--- config.mk ---
export PLATFORM = sky130hd
export DESIGN_NAME = spl_cell
export DESIGN_NICKNAME = d
export VERILOG_FILES = /design/src/hdl/spl_pkg.sv /design/src/hdl/spl_cell.sv
export SDC_FILE = /design/constraint.sdc
export NUM_CORES = 1
export LEC_CHECK = 0
export BUFFER_PORTS_ARGS = -buffer_cell sky130_fd_sc_hd__buf_2
export CAP_MARGIN = 20
export CORE_ASPECT_RATIO = 2
export CORE_MARGIN = 2
export CORE_UTILIZATION = 45
export DETAILED_ROUTE_END_ITERATION = 6
export PLACE_DENSITY = 0.89
export SKIP_LAST_GASP = 1
export SLEW_MARGIN = 20
export SYNTH_ARGS = -nofsm -noshare
export SYNTH_HDL_FRONTEND = slang
export SYNTH_SLANG_ARGS = --single-unit
export TNS_END_PERCENT = 30
--- constraint.sdc ---
create_clock -name clk -period 3.6 [get_ports clk]
set_clock_uncertainty 0.15 [all_clocks]
set_input_delay 0.72 -clock clk [delete_from_list [all_inputs] [get_ports clk]]
set_output_delay 0.72 -clock clk [all_outputs]
set_load 0.02 [all_outputs]
--- src/hdl/spl_pkg.sv ---
`default_nettype none
package spl_pkg;

  localparam int DEPTH_DEFAULT = 64;
  localparam int NODE_W = 16;
  localparam int PRIO_W = 20;
  localparam int KIND_W = 3;
  localparam int NODE_OUT_W = NODE_W + 1;

  localparam logic [KIND_W-1:0] KIND_INSERT = 3'd0;
  localparam logic [KIND_W-1:0] KIND_POP_FIRST = 3'd1;
  localparam logic [KIND_W-1:0] KIND_POP_LAST = 3'd2;
  localparam logic [KIND_W-1:0] KIND_CONTAINS = 3'd3;
  localparam logic [KIND_W-1:0] KIND_CLEAR = 3'd4;

  // marks a removal that found nothing, or a request that removes nothing
  localparam logic [NODE_OUT_W-1:0] NODE_NONE = '1;

  // per-cycle command broadcast to every cell
  typedef struct packed {
    logic ins;        // insert, list not full
    logic pop_first;  // remove lowest, list not empty
    logic pop_last;   // remove highest, list not empty
    logic clr;        // empty the list
  } spl_ctl_t;

endpackage
`default_nettype wire

--- src/hdl/spl_cell.sv ---
`default_nettype none
module spl_cell
  import spl_pkg::*;
(
  input  wire logic              clk,
  input  wire logic              rst,
  input  wire spl_ctl_t          ctl,
  input  wire logic [NODE_W-1:0] node_in,
  input  wire logic [PRIO_W-1:0] prio_in,
  // left neighbor (lower priority side)
  input  wire logic [NODE_W-1:0] left_node,
  input  wire logic [PRIO_W-1:0] left_prio,
  input  wire logic              left_valid,
  input  wire logic              left_stay,
  // right neighbor (higher priority side)
  input  wire logic [NODE_W-1:0] right_node,
  input  wire logic [PRIO_W-1:0] right_prio,
  input  wire logic              right_valid,
  output logic [NODE_W-1:0]      node,
  output logic [PRIO_W-1:0]      prio,
  output logic                   valid,
  output logic                   stay,
  output logic                   match,
  output logic [NODE_W-1:0]      last_node
);

  // entry keeps its place on insert when it sorts at or below the new key
  assign stay = valid && (prio <= prio_in);
  assign match = valid && (node == node_in);
  assign last_node = (valid && !right_valid) ? node : '0;

  always_ff @(posedge clk) begin
    if (ctl.ins && !stay) begin
      if (left_stay) begin
        node <= node_in;
        prio <= prio_in;
      end else begin
        node <= left_node;
        prio <= left_prio;
      end
    end else if (ctl.pop_first) begin
      node <= right_node;
      prio <= right_prio;
    end
  end

  always_ff @(posedge clk) begin
    if (rst) begin
      valid <= 1'b0;
    end else if (ctl.clr) begin
      valid <= 1'b0;
    end else if (ctl.ins) begin
      valid <= valid | left_valid;
    end else if (ctl.pop_first || ctl.pop_last) begin
      valid <= right_valid;
    end
  end

endmodule
`default_nettype wire

# == Word level (Yosys, flattened, before mapping) ==
# Cells that the tools add are included.
# classes
order_cmp,1
eq_ne,1
muxes,9
bitwise,1
reduce_logical,10
# op_table
operator,count
$mux 16,4
$mux 20,3
$le 20x20->1,1
$eq 16x16->1,1
$logic_and 1x1->1,4
$reduce_bool 2->1,2
$logic_not 1->1,2
$mux 1,2
$reduce_or 2->1,1
$logic_or 1x1->1,1
$or 1x1->1,1
# totals
ff_bits,37
out_inout_bits,55
elab_cells,25

# == Depth between registers and ports, before layout ==
# logic_depth
ltp_word,5
mapped_depth,9
depth_no_buf,8

# == Worst setup path after synthesis ==
# OpenSTA, ideal clock, no wires.
# synth_timing
kind,input to register
startpoint,input port prio_in[17]
endpoint,register node[0] (enable)
setup_ns,0.377
t_arrival_ns,2.741
required_ns,3.073
path_slack_ns,0.331
cell_stages,8
path_buffers,1
cell_sequence,inv_1 -> ha_1 -> nand4_2 -> nor4_2 -> a22oi_1 -> a31oi_4 -> buf_8 -> or2_2
# synth_between
elab_chain_len,5
# synth_rtl
item,line_no,text
"start, declared",spl_cell.sv:9,"input wire logic [PRIO_W-1:0] prio_in,"
$le 20x20->1,spl_cell.sv:28,assign stay = valid && (prio <= prio_in);
$logic_and 1x1->1,spl_cell.sv:28,
$logic_not 1->1,spl_cell.sv:33,if (ctl.ins && !stay) begin
$logic_and 1x1->1,spl_cell.sv:33,
$reduce_bool 2->1 (no source line),n/a,
"end signal, assigned",spl_cell.sv:35,node <= node_in;
"end signal, assigned",spl_cell.sv:38,node <= left_node;
"end signal, assigned",spl_cell.sv:42,node <= right_node;
"end, declared",spl_cell.sv:19,"output logic [NODE_W-1:0] node,"
# Every way passes these cells.
# A chain may end at the register's enable or synchronous reset.

# == Final worst setup path ==
# layout_timing
startpoint,input port prio_in[17]
endpoint,output port stay
# layout_between
elab_chain_len,2
# layout_rtl
item,line_no,text
$le 20x20->1,spl_cell.sv:28,
$logic_and 1x1->1,spl_cell.sv:28,
"end, declared",spl_cell.sv:22,"output logic stay,"
# Every way passes these cells.

==> results_dict.tcl <==
set metrics [dict create \
    status "finished, final reports clean" \
    p_total_uw 1440 \
    cp_cell_sequence "buf_2 > inv_1 > ha_1 > a21o_1 > a21oi_1 > nor2b_1 > nor4_4 > nand2_1 > a21oi_1 > buf_2" \
    end_kind "output port" \
    synthFlopType "edfxtp_1" \
    hold_path.class "in2reg" \
    p_per_area_nw_per_um2 356 \
    p_clk_share_pct 29.2 \
    cp_slowest_cell "nor4_4" \
    setup_viol 0 \
    p_leak_uw 0.00205 \
    critPathMaxStageDelay_ns 0.34 \
    cts_resized 0 \
    power_switching_uw 430 \
    dp_hpwl_um 6650 \
    synth_seq_cells 37 \
    grt_pass1_wl_um 12400 \
    gp_congestion 0.815 \
    syn_avg_cell_area_um2 12.6 \
    num-nets-final 549 \
    yosys.area.top_type_share_pct 36.5 \
    rsz0062_at_grt "false" \
    seqCellArea_um2 1100 \
    port_buffers 171 \
    syn_area_um2 2960 \
    cts_setup_buffers 0 \
    maxCapViolCount 0 \
    cp_top_family "simple AND/OR/NAND/NOR gates" \
    rows 41 \
    clkLatencyLatePin_ns 0.28 \
    vias 2539 \
    cts_buffer_depth 2 \
    intPower_uw 1010 \
    yosysWarnings 0 \
    synth-edff-count 36 \
    fin_crit_ns 3.21 \
    fmax_ghz 0.311 \
    grt_overflow 0 \
    synth-seq-area-share_pct 37.1 \
    drt_iter0_markers 67 \
    routed_via_density 5.09 \
    drive_above_1_share_pct 63.2 \
    wl_per_cell_um 16.2 \
    cts_buffers 5 \
    final_max_slew_viol_count 0 \
    required_ns 2.73 \
    period_share_pct 89.2 \
    num-fill-cells 550 \
    crit_arrival_ns 2.34 \
    ant_nets 0 \
    startpoint_type "input port" \
    area_growth_pct 36.5 \
    grt_pass1_vias 2786 \
    synthCells 236 \
    relSlewSlack_pct 41.6 \
    core-area_um2 6360 \
    setup-tns-final_ns 0 \
    switching_share_pct 29.9 \
    die_area_um2 7290 \
    tritoncts "yes" \
    clk_pin_slew_ns 0.05 \
    synth-async-reset-ratio_pct 0 \
    cts_sinks 37 \
    root_buffer "clkbuf_16" \
    tightest_slew_ns 0.876 \
    grt_start_max_net_pins 37 \
    synth_most_common_cell "mux2_2" \
    seq_power_share_pct 39.4 \
    wirelength_um 8080 \
    yosys-top-cells-area "edfxtp_1 36%, mux2_2 16%, mux2_4 15%" \
    vdd_drop_max_uv 245 \
    hold_buffers 0 \
    comb_power_share_pct 31.4 \
    crit_fanout 2 \
    htreeDepth 2 \
    finalHoldViolations 0 \
    path_buf_inv 3 \
    drtPass1Iterations 4 \
    multi_input_area_um2 1720 \
    start_util_pct 46.6 \
    diodes 0 \
    crit_type "in2out" \
    synth_top_cell_by_area "edfxtp_1" \
    die_w_um 61.4 \
    syn_nets 373 \
    die_h_um 119 \
    synth.distinct_cells 31 \
    route.detailed.drc 0 \
    pin_count 172 \
    antenna_found_initial 0 \
    grtUsageTotal_pct 23.2 \
    synthTopCellsByCount "43 x mux2_2, 36 x edfxtp_1, 29 x mux2_4" \
]
power by group through the flow:
stage	clock network [uW]	logic, uW	registers [uW]
5_1_grt	445	493	573
3_5_place_dp	0	456	576
2_1_floorplan	0	233	629
4_1_cts	424	458	568
6_report	420	452	568
3_3_place_gp	0	441	573
final timing paths:
check / startpoint / endpoint / slack, ns / cells past startpoint
min: ctl[0] / valid$_SDFFE_PP0P_ / 0.47 / 2
max reg2reg: prio[14]$_DFFE_PP_ / prio[19]$_DFFE_PP_ / 0.79 / 7
max: prio_in[17] / stay / 0.39 / 10
min reg2reg: valid$_SDFFE_PP0P_ / valid$_SDFFE_PP0P_ / 0.57 / 2
flip-flops by register name, indices dropped and copies added (netlist names):
name   flops
valid      1
node      16
prio      20
layer usage:
metal	wire (um)	up-vias	track usage (%)
met4	216	0	9.57
met2	4690	119	44.9
met1	2620	1177	20.6
met3	557	19	5.58
met5	0	-	0
li1	-	1224	-
area by class of cell:
class	count	share of cell area (%)
Tap cell	86	2.66
Inverter	21	1.95
Clock inverter	3	0.309
Multi-Input combinational cell	170	42.5
Timing Repair Buffer	177	22.3
Sequential cell	37	27.2
Clock buffer	5	3.09
kinds of logic (layout without fill, tap and decap cells):
kind of cell               Yosys count  count (layout)  synth area share, %
AOI/OAI and AO/OA                   19              19                 4.52
xor gates and xnor gates            16              16                 4.73
adders and majority gates           20              20                 8.44
buffers and inverters               29             206                 4.81
DFF                                 37              37                 37.1
muxes                               72              72                 31.0
and+or+nand+nor                     43              43                 9.33
worst register-to-register path, stage by stage, from the launching register on:
cell and delay (ns):
edfxtp_1 0.42, ha_1 0.33, nand4_1 0.19, nor4_2 0.38, a22oi_1 0.18, a31oi_4 0.22
buf_4 0.32, mux2_2 0.37
through the flow:
stage / cell area, um^2 / hold WS, ns / cells / worst slack (ns) / util (%)
after global placement: 3910 / 0.533 / 491 / 0.399 / 61.4
after CTS: 4050 / 0.465 / 499 / 0.372 / 63.6
after global routing: 4050 / 0.463 / 499 / 0.226 / 63.6
after floorplan: 2960 / 0.540 / 236 / 0.331 / -
after detailed placement: 3910 / 0.570 / 491 / 0.332 / 61.4
final: 4050 / 0.473 / 499 / 0.387 / 63.6
cells in the final DEF, fill, tap and decap left out, types with 3 or more instances in the layout:
master,synthesis,routed
a21o_1,3,3
mux2_2,43,43
and2_1,17,17
nor3_1,4,4
nand2_1,3,3
ha_1,20,20
a21oi_1,8,8
nor4_1,3,3
mux2_4,29,29
xor2_1,16,16
inv_1,21,21
edfxtp_1,36,36
nand4_1,5,5
buf_4,0,6
clkbuf_16,0,5
buf_2,0,171
Power figures use the tool's default switching activity.
